==> src/mbx_pkg.sv <==
// Package for the IPC mailbox register block: beat types, action codes,
// register map constants and control register bit positions. No dependencies.
`timescale 1ns / 1ps
`default_nettype none

package mbx_pkg;

    // Action codes carried in the command beat.
    localparam logic [2:0] ACT_READ     = 3'd0;
    localparam logic [2:0] ACT_WRITE    = 3'd1;
    localparam logic [2:0] ACT_COMPLETE = 3'd2;
    localparam logic [2:0] ACT_RAISE    = 3'd3;
    localparam logic [2:0] ACT_CLEAR    = 3'd4;

    // Register map.
    localparam logic [31:0] MB_BASE     = 32'h0D80_0000;
    localparam logic [31:0] OFS_PPCMSG  = 32'h000;
    localparam logic [31:0] OFS_PPCCTRL = 32'h004;
    localparam logic [31:0] OFS_ARMMSG  = 32'h008;
    localparam logic [31:0] OFS_ARMCTRL = 32'h00C;
    localparam logic [31:0] OFS_TIMER   = 32'h010;
    localparam logic [31:0] OFS_ALARM   = 32'h014;
    localparam logic [31:0] OFS_PPCFLAG = 32'h030;
    localparam logic [31:0] OFS_PPCMASK = 32'h034;
    localparam logic [31:0] OFS_ARMFLAG = 32'h038;
    localparam logic [31:0] OFS_ARMMASK = 32'h03C;
    localparam logic [31:0] OFS_COMPAT  = 32'h180;
    localparam logic [31:0] OFS_BOOT    = 32'h18C;
    localparam logic [31:0] OFS_CLOCKS  = 32'h190;
    localparam logic [31:0] OFS_RESETS  = 32'h194;

    // PPC control register bits.
    localparam int BIT_X1  = 0;
    localparam int BIT_Y2  = 1;
    localparam int BIT_Y1  = 2;
    localparam int BIT_X2  = 3;
    localparam int BIT_IY1 = 4;
    localparam int BIT_IY2 = 5;
    localparam logic [5:0] CTRL_RW_MASK = 6'b11_1001;
    localparam logic [5:0] CTRL_W1C_MASK = 6'b00_0110;

    localparam int REPLY_SOURCE = 30;
    localparam int DOORBELL_BIT = 31;

    // Decoded register selection.
    typedef enum logic [3:0] {
        SEL_NONE,
        SEL_PPCMSG,
        SEL_PPCCTRL,
        SEL_ARMMSG,
        SEL_ARMCTRL,
        SEL_TIMER,
        SEL_ALARM,
        SEL_PPCFLAG,
        SEL_PPCMASK,
        SEL_ARMFLAG,
        SEL_ARMMASK,
        SEL_COMPAT,
        SEL_BOOT,
        SEL_CLOCKS,
        SEL_RESETS
    } reg_sel_t;

    // Command beat.
    typedef struct packed {
        logic [2:0]  action;
        logic [31:0] bus_address;
        logic [31:0] write_data;
        logic [5:0]  irq_source;
    } cmd_t;

    // Response beat.
    typedef struct packed {
        logic [31:0] read_data;
        logic        ppc_irq_pending;
    } rsp_t;

endpackage

`default_nettype wire

==> src/mbx_decode.sv <==
// Address decoder for the mailbox register map.
// Depends on mbx_pkg for the map constants and the selection type.
`timescale 1ns / 1ps
`default_nettype none

module mbx_decode (
    input  wire logic [31:0]      bus_address,
    output mbx_pkg::reg_sel_t     sel
);
    import mbx_pkg::*;

    // Compare the full byte address against each register location.
    always_comb
    begin
        case (bus_address)
            MB_BASE + OFS_PPCMSG:  sel = SEL_PPCMSG;
            MB_BASE + OFS_PPCCTRL: sel = SEL_PPCCTRL;
            MB_BASE + OFS_ARMMSG:  sel = SEL_ARMMSG;
            MB_BASE + OFS_ARMCTRL: sel = SEL_ARMCTRL;
            MB_BASE + OFS_TIMER:   sel = SEL_TIMER;
            MB_BASE + OFS_ALARM:   sel = SEL_ALARM;
            MB_BASE + OFS_PPCFLAG: sel = SEL_PPCFLAG;
            MB_BASE + OFS_PPCMASK: sel = SEL_PPCMASK;
            MB_BASE + OFS_ARMFLAG: sel = SEL_ARMFLAG;
            MB_BASE + OFS_ARMMASK: sel = SEL_ARMMASK;
            MB_BASE + OFS_COMPAT:  sel = SEL_COMPAT;
            MB_BASE + OFS_BOOT:    sel = SEL_BOOT;
            MB_BASE + OFS_CLOCKS:  sel = SEL_CLOCKS;
            MB_BASE + OFS_RESETS:  sel = SEL_RESETS;
            default:               sel = SEL_NONE;
        endcase
    end

endmodule

`default_nettype wire

==> src/mbx_regs.sv <==
// Mailbox register file: holds all architectural registers and applies one
// action per cycle when step is high. Depends on mbx_pkg and mbx_decode.
`timescale 1ns / 1ps
`default_nettype none

module mbx_regs (
    input  wire logic          clk,
    input  wire logic          rst_n,
    input  wire logic          step,
    input  mbx_pkg::cmd_t      cmd,
    output mbx_pkg::rsp_t      rsp
);
    import mbx_pkg::*;

    logic [31:0] ppc_message_reg, ppc_message_next;
    logic [5:0]  ppc_control_reg, ppc_control_next;
    logic [31:0] arm_message_reg, arm_message_next;
    logic [31:0] arm_control_reg, arm_control_next;
    logic [31:0] timer_word_reg, timer_word_next;
    logic [31:0] alarm_word_reg, alarm_word_next;
    logic [31:0] ppc_flags_reg, ppc_flags_next;
    logic [31:0] ppc_mask_reg, ppc_mask_next;
    logic [31:0] arm_flags_reg, arm_flags_next;
    logic [31:0] arm_mask_reg, arm_mask_next;
    logic [31:0] compat_word_reg, compat_word_next;
    logic [31:0] boot_word_reg, boot_word_next;
    logic [31:0] clocks_word_reg, clocks_word_next;
    logic [31:0] resets_word_reg, resets_word_next;

    reg_sel_t    sel;
    logic        src_ok;
    logic [31:0] src_bit;
    logic [5:0]  ctrl_written;
    logic [5:0]  ctrl_replied;
    logic [31:0] read_word;

    mbx_decode u_decode (
        .bus_address (cmd.bus_address),
        .sel         (sel)
    );

    assign src_ok   = (cmd.irq_source[5] == 1'b0);
    assign src_bit  = 32'd1 << cmd.irq_source[4:0];

    // Control register write: plain bits take the data, Y bits clear on one.
    assign ctrl_written = ((ppc_control_reg & ~CTRL_RW_MASK)
                           | (cmd.write_data[5:0] & CTRL_RW_MASK))
                          & ~(cmd.write_data[5:0] & CTRL_W1C_MASK);

    // Reply completion: drop X1, raise Y1 and Y2.
    always_comb
    begin
        ctrl_replied = ppc_control_reg;
        ctrl_replied[BIT_X1] = 1'b0;
        ctrl_replied[BIT_Y1] = 1'b1;
        ctrl_replied[BIT_Y2] = 1'b1;
    end

    // Next-state logic for every register.
    always_comb
    begin
        ppc_message_next = ppc_message_reg;
        ppc_control_next = ppc_control_reg;
        arm_message_next = arm_message_reg;
        arm_control_next = arm_control_reg;
        timer_word_next  = timer_word_reg;
        alarm_word_next  = alarm_word_reg;
        ppc_flags_next   = ppc_flags_reg;
        ppc_mask_next    = ppc_mask_reg;
        arm_flags_next   = arm_flags_reg;
        arm_mask_next    = arm_mask_reg;
        compat_word_next = compat_word_reg;
        boot_word_next   = boot_word_reg;
        clocks_word_next = clocks_word_reg;
        resets_word_next = resets_word_reg;

        case (cmd.action)
            ACT_WRITE:
            begin
                case (sel)
                    SEL_PPCMSG:  ppc_message_next = cmd.write_data;
                    SEL_PPCCTRL:
                    begin
                        ppc_control_next = ctrl_written;
                        if (cmd.write_data[BIT_X1])
                        begin
                            arm_flags_next[DOORBELL_BIT] = 1'b1;
                        end
                    end
                    SEL_ARMMSG:  arm_message_next = cmd.write_data;
                    SEL_ARMCTRL: arm_control_next = cmd.write_data;
                    SEL_TIMER:   timer_word_next  = cmd.write_data;
                    SEL_ALARM:   alarm_word_next  = cmd.write_data;
                    SEL_PPCFLAG: ppc_flags_next   = ppc_flags_reg & ~cmd.write_data;
                    SEL_PPCMASK: ppc_mask_next    = cmd.write_data;
                    SEL_ARMFLAG: arm_flags_next   = arm_flags_reg & ~cmd.write_data;
                    SEL_ARMMASK: arm_mask_next    = cmd.write_data;
                    SEL_COMPAT:  compat_word_next = cmd.write_data;
                    SEL_BOOT:    boot_word_next   = cmd.write_data;
                    SEL_CLOCKS:  clocks_word_next = cmd.write_data;
                    SEL_RESETS:  resets_word_next = cmd.write_data;
                    default:     ;
                endcase
            end
            ACT_COMPLETE:
            begin
                ppc_control_next = ctrl_replied;
                if (ctrl_replied[BIT_IY1])
                begin
                    ppc_flags_next[REPLY_SOURCE] = 1'b1;
                end
            end
            ACT_RAISE:
            begin
                if (src_ok)
                begin
                    ppc_flags_next = ppc_flags_reg | src_bit;
                end
            end
            ACT_CLEAR:
            begin
                if (src_ok)
                begin
                    ppc_flags_next = ppc_flags_reg & ~src_bit;
                end
            end
            default: ;
        endcase
    end

    // Read mux over the current register values.
    always_comb
    begin
        case (sel)
            SEL_PPCMSG:  read_word = ppc_message_reg;
            SEL_PPCCTRL: read_word = {26'd0, ppc_control_reg};
            SEL_ARMMSG:  read_word = arm_message_reg;
            SEL_ARMCTRL: read_word = arm_control_reg;
            SEL_TIMER:   read_word = timer_word_reg;
            SEL_ALARM:   read_word = alarm_word_reg;
            SEL_PPCFLAG: read_word = ppc_flags_reg;
            SEL_PPCMASK: read_word = ppc_mask_reg;
            SEL_ARMFLAG: read_word = arm_flags_reg;
            SEL_ARMMASK: read_word = arm_mask_reg;
            SEL_COMPAT:  read_word = compat_word_reg;
            SEL_BOOT:    read_word = boot_word_reg;
            SEL_CLOCKS:  read_word = clocks_word_reg;
            SEL_RESETS:  read_word = resets_word_reg;
            default:     read_word = 32'd0;
        endcase
    end

    // Response for this step; pending reflects the state after the action.
    assign rsp.read_data       = (cmd.action == ACT_READ) ? read_word : 32'd0;
    assign rsp.ppc_irq_pending = |(ppc_flags_next & ppc_mask_next);

    // Register update, one action per step.
    always_ff @(posedge clk or negedge rst_n)
    begin
        if (!rst_n)
        begin
            ppc_message_reg <= '0;
            ppc_control_reg <= '0;
            arm_message_reg <= '0;
            arm_control_reg <= '0;
            timer_word_reg  <= '0;
            alarm_word_reg  <= '0;
            ppc_flags_reg   <= '0;
            ppc_mask_reg    <= '0;
            arm_flags_reg   <= '0;
            arm_mask_reg    <= '0;
            compat_word_reg <= '0;
            boot_word_reg   <= '0;
            clocks_word_reg <= '0;
            resets_word_reg <= '0;
        end
        else if (step)
        begin
            ppc_message_reg <= ppc_message_next;
            ppc_control_reg <= ppc_control_next;
            arm_message_reg <= arm_message_next;
            arm_control_reg <= arm_control_next;
            timer_word_reg  <= timer_word_next;
            alarm_word_reg  <= alarm_word_next;
            ppc_flags_reg   <= ppc_flags_next;
            ppc_mask_reg    <= ppc_mask_next;
            arm_flags_reg   <= arm_flags_next;
            arm_mask_reg    <= arm_mask_next;
            compat_word_reg <= compat_word_next;
            boot_word_reg   <= boot_word_next;
            clocks_word_reg <= clocks_word_next;
            resets_word_reg <= resets_word_next;
        end
    end

endmodule

`default_nettype wire

==> src/ipc_mailbox_irq_registers.sv <==
// IPC mailbox register block with doorbell and interrupt flags.
// Path: a command beat is taken into the command register, and its
// response is registered in the response register when it advances.
// Throughput: one beat per cycle unless rsp_stall; single-pass update.
// Reset: rst_n clears every mailbox register and both valid flags.
// Depends on mbx_pkg and mbx_regs.
`timescale 1ns / 1ps
`default_nettype none

module ipc_mailbox_irq_registers (
    input  wire logic          clk,
    input  wire logic          rst_n,
    input  wire logic          cmd_valid,
    output logic               cmd_stall,
    input  mbx_pkg::cmd_t      cmd,
    output logic               rsp_valid,
    input  wire logic          rsp_stall,
    output mbx_pkg::rsp_t      rsp
);
    import mbx_pkg::*;

    logic cmd_valid_reg;
    cmd_t cmd_reg;
    logic rsp_valid_reg;
    rsp_t rsp_reg;
    rsp_t rsp_next;
    logic advance;

    // The held command moves on when the response register is free or drains.
    assign advance   = cmd_valid_reg && (!rsp_valid_reg || !rsp_stall);
    assign cmd_stall = cmd_valid_reg && !advance;

    mbx_regs u_regs (
        .clk   (clk),
        .rst_n (rst_n),
        .step  (advance),
        .cmd   (cmd_reg),
        .rsp   (rsp_next)
    );

    // Command stage valid.
    always_ff @(posedge clk or negedge rst_n)
    begin
        if (!rst_n)
        begin
            cmd_valid_reg <= 1'b0;
        end
        else if (!cmd_stall)
        begin
            cmd_valid_reg <= cmd_valid;
        end
    end

    // Command stage payload.
    always_ff @(posedge clk)
    begin
        if (cmd_valid && !cmd_stall)
        begin
            cmd_reg <= cmd;
        end
    end

    // Response stage valid.
    always_ff @(posedge clk or negedge rst_n)
    begin
        if (!rst_n)
        begin
            rsp_valid_reg <= 1'b0;
        end
        else if (advance)
        begin
            rsp_valid_reg <= 1'b1;
        end
        else if (!rsp_stall)
        begin
            rsp_valid_reg <= 1'b0;
        end
    end

    // Response stage payload.
    always_ff @(posedge clk)
    begin
        if (advance)
        begin
            rsp_reg <= rsp_next;
        end
    end

    assign rsp_valid = rsp_valid_reg;
    assign rsp       = rsp_reg;

endmodule

`default_nettype wire
==> config.mk <==
export PLATFORM = sky130hd
export DESIGN_NAME = ipc_mailbox_irq_registers
export DESIGN_NICKNAME = d
export VERILOG_FILES = /design/src/mbx_pkg.sv /design/src/mbx_decode.sv /design/src/mbx_regs.sv /design/src/ipc_mailbox_irq_registers.sv
export SDC_FILE = /design/constraint.sdc
export NUM_CORES = 1
export LEC_CHECK = 0
export BUFFER_PORTS_ARGS = -buffer_cell sky130_fd_sc_hd__buf_2
export CORE_MARGIN = 2
export CORE_UTILIZATION = 35
export DETAILED_ROUTE_END_ITERATION = 10
export MAX_ROUTING_LAYER = met4
export PLACE_DENSITY = 0.59
export SKIP_CTS_REPAIR_TIMING = 1
export SLEW_MARGIN = 10
export SYNTH_ARGS = -nofsm -noshare
export SYNTH_HDL_FRONTEND = slang
export SYNTH_SLANG_ARGS = --single-unit
==> constraint.sdc <==
create_clock -name clk -period 3 [get_ports clk]
set_input_delay 0.6 -clock clk [delete_from_list [all_inputs] [get_ports clk]]
set_output_delay 0.6 -clock clk [all_outputs]
set_load 0.02 [all_outputs]
==> flow_summary.ini <==
[sta]
post-route-min-period_ps = 3250
fin_crit_sh_pct = 108
skew_ps = 21.6
worst_slack_ps = -249
drv_slew = 0
report.final.hold_viol_count = 0
setup_tns_ps = -6030
fmax_mhz = 308
rsz0062_at_grt = yes
tightest_slew_ps = 853
relSlewSlack_pct = 43.1
setup_viol = 69

[layout]
fill_cells = 6301
final_area_sq_mm = 0.0301
area_delta_synth_final_pct = 24.6
finish.utilization_pct = 44.0
fin_nets = 2322
largest_reg_flops = 73
drive_gt1_share_pct = 37.3
antenna_cells = 0

[run_status]
violations = setup timing
outcome = complete, but fails checks

[synthesis]
synth.distinct_cells = 71
async_flop_share_pct = 80.0
synth-xor-area-share_pct = 0.109
synth_edf_count = 106
synth_warnings = 0
synth_commonest_cells = dfrtp_1 (424), mux2_2 (345), a21oi_1 (188)
synth_fa_ha_area_share_pct = 0
syn_inst = 1993
yosysTopAreaCellShare_pct = 43.9
synth_compound_area_share_pct = 14.1
synth-seq-cells = 530
synth_top_family_by_area = multiplexers
synthMuxAreaShare_pct = 18.2
synth_area_leaders = dfrtp_1 (44%), mux2_2 (16%), edfxtp_1 (13%)
syn_area_sq_mm = 0.0242
syn_avg_cell_area_sq_um = 12.1
mappedNetlistNets = 2070
yosysMostFrequentCell = dfrtp_1
synth.largest_area_cell = dfrtp_1
ys_seq_area_share_pct = 57.0
synth-main-ff-cell = dfrtp_1
synthSimpleGateAreaFrac_pct = 7.62

[grt]
grt_max_degree = 72
grt_overflow_total = 0
antenna_found_initial = 0
grtUsageTotal_pct = 22.5
grt_pass1_wl_mm = 117
first_global_vias = 18339

[cts]
clock_path_buffers = 3
clock_latency_ps = 620
cts_tree = built
cts-buffers-inserted = 57
cts_htree_levels = 2
root_buffer = clkbuf_16
clk_pin_slew_ps = 70
cts.sinks = 530

[place]
place_area_sq_mm = 0.0273
post-dp-hpwl_mm = 53.1
gp_congestion = 0.945
port_buffers = 111

[worst_setup_path]
timing.rr.start = cmd_reg[56]
crit_required_ps = 3350
critPathMaxFanout = 6
rrSetupSlack_ps = -250
reg2reg_to = rsp[0]
ff2ff_path_depth = 11
critPathLaunch = cmd_reg[56]
critical_path_class = flop to flop
start_kind = flop
endpoint_kind = flop
arrival_ps = 3600

[min_path]
hold_depth = 1
min_from = cmd[48]
whs_endpoint = cmd_reg[48]
hold_path.class = input port to flop

[die]
core_sq_mm = 0.0685
die_area_sq_mm = 0.0712
num_io_pins = 112
start_util_pct = 35.3
rows = 96
die_x_microns = 267
fp.dieH_microns = 267

[pwr]
p_leak_nw = 13.6
irDropWorstVdd_uv = 382
p_total_mw = 16.1
p_per_area_mw_per_mm2 = 533

[route]
viasPerCell = 5.74
dr_total_vias = 18222
drc = 0
avgRoutedWirePerCell_microns = 25.7
drtPass1Iterations = 6
ant_nets = 0
drt_iter0_drc = 1474
finalWirelength_mm = 81.5

[run]
maxCapViolCount = 0
[how the worst max path moves through the flow]
| stage | to | slack, ps | depth (start not counted) |
|---|---|---|---|
| 2_1_floorplan | rsp[0] | -110 | 10 |
| 3_3_place_gp | rsp[0] | -250 | 9 |
| 3_5_place_dp | rsp[0] | -310 | 9 |
| 4_1_cts | rsp[0] | -320 | 9 |
| 5_1_grt | rsp[0] | -390 | 11 |
| 6_report | rsp[0] | -250 | 11 |
[cells by family after synthesis]
family / after synthesis
flip-flops: 530
AO/OA/AOI/OAI: 522
AND/OR/NAND/NOR: 362
buffers and inverters: 180
multiplexers: 396
XOR/XNOR: 3
[placed cells by master, fill, tap and decap left out, types with 15 or more instances in the layout]
cell type / synthesis / routed
dfrtp_1: 424 / 424
mux2_2: 345 / 330
a21oi_1: 188 / 175
buf_4: 2 / 170
nand2_1: 142 / 136
buf_2: 15 / 110
edfxtp_1: 106 / 106
clkbuf_16: 0 / 68
a22oi_1: 61 / 61
nand3_1: 54 / 52
mux2i_1: 51 / 49
buf_12: 0 / 46
o21ai_0: 53 / 44
nor2_1: 44 / 41
a221oi_1: 37 / 36
a21boi_0: 31 / 31
o2bb2ai_1: 29 / 29
a31oi_1: 27 / 26
mux2_4: 0 / 15
buf_6: 2 / 15
[routing by layer]
| layer | global-route usage [%] | wire length, microns |
|---|---|---|
| met5 | - | 0 |
| met4 | 6.35 | 2510 |
| met2 | 36.4 | 38900 |
| met1 | 30.1 | 35700 |
| met3 | 2.56 | 4380 |
[final cells by class]
type                            instances  area (sq um)  share of cell area (%)
Clock buffer                           79          1620                    5.39
Sequential cell                       530         13800                    45.8
Multi-Input combinational cell       1283         10100                    33.5
Clock inverter                         25           195                   0.648
Tap cell                              882          1100                    3.66
Timing Repair Buffer                  358          3250                    10.8
Inverter                               15          56.3                   0.187
[power breakdown]
group | internal (mW) | switching (mW) | total [mW] | leakage (nW)
Combinational | 0.458 | 0.773 | 1.23 | 5.75
Clock | 3.95 | 2.96 | 6.90 | 0.895
Sequential | 7.58 | 0.343 | 7.92 | 6.91
[stage by stage]
stage	hold WS (ps)	cells	worst slack (ps)
2_1_floorplan	304	1993	-105
3_3_place_gp	461	3017	-251
3_5_place_dp	471	3017	-312
4_1_cts	-57.5	3121	-320
5_1_grt	132	3172	-390
6_report	152	3172	-249
[worst max-delay path, stage by stage, from the launching register on]
cell and delay, ps:
edfxtp_1 390, or4_4 580, nor4_4 370, buf_4 210, buf_4 110, nand3_1 170, and3_1 250, o21ai_1 240
buf_4 160, o2111ai_1 120, a211oi_1 270, nand4_1 120
(Power assumes the default switching activity.)
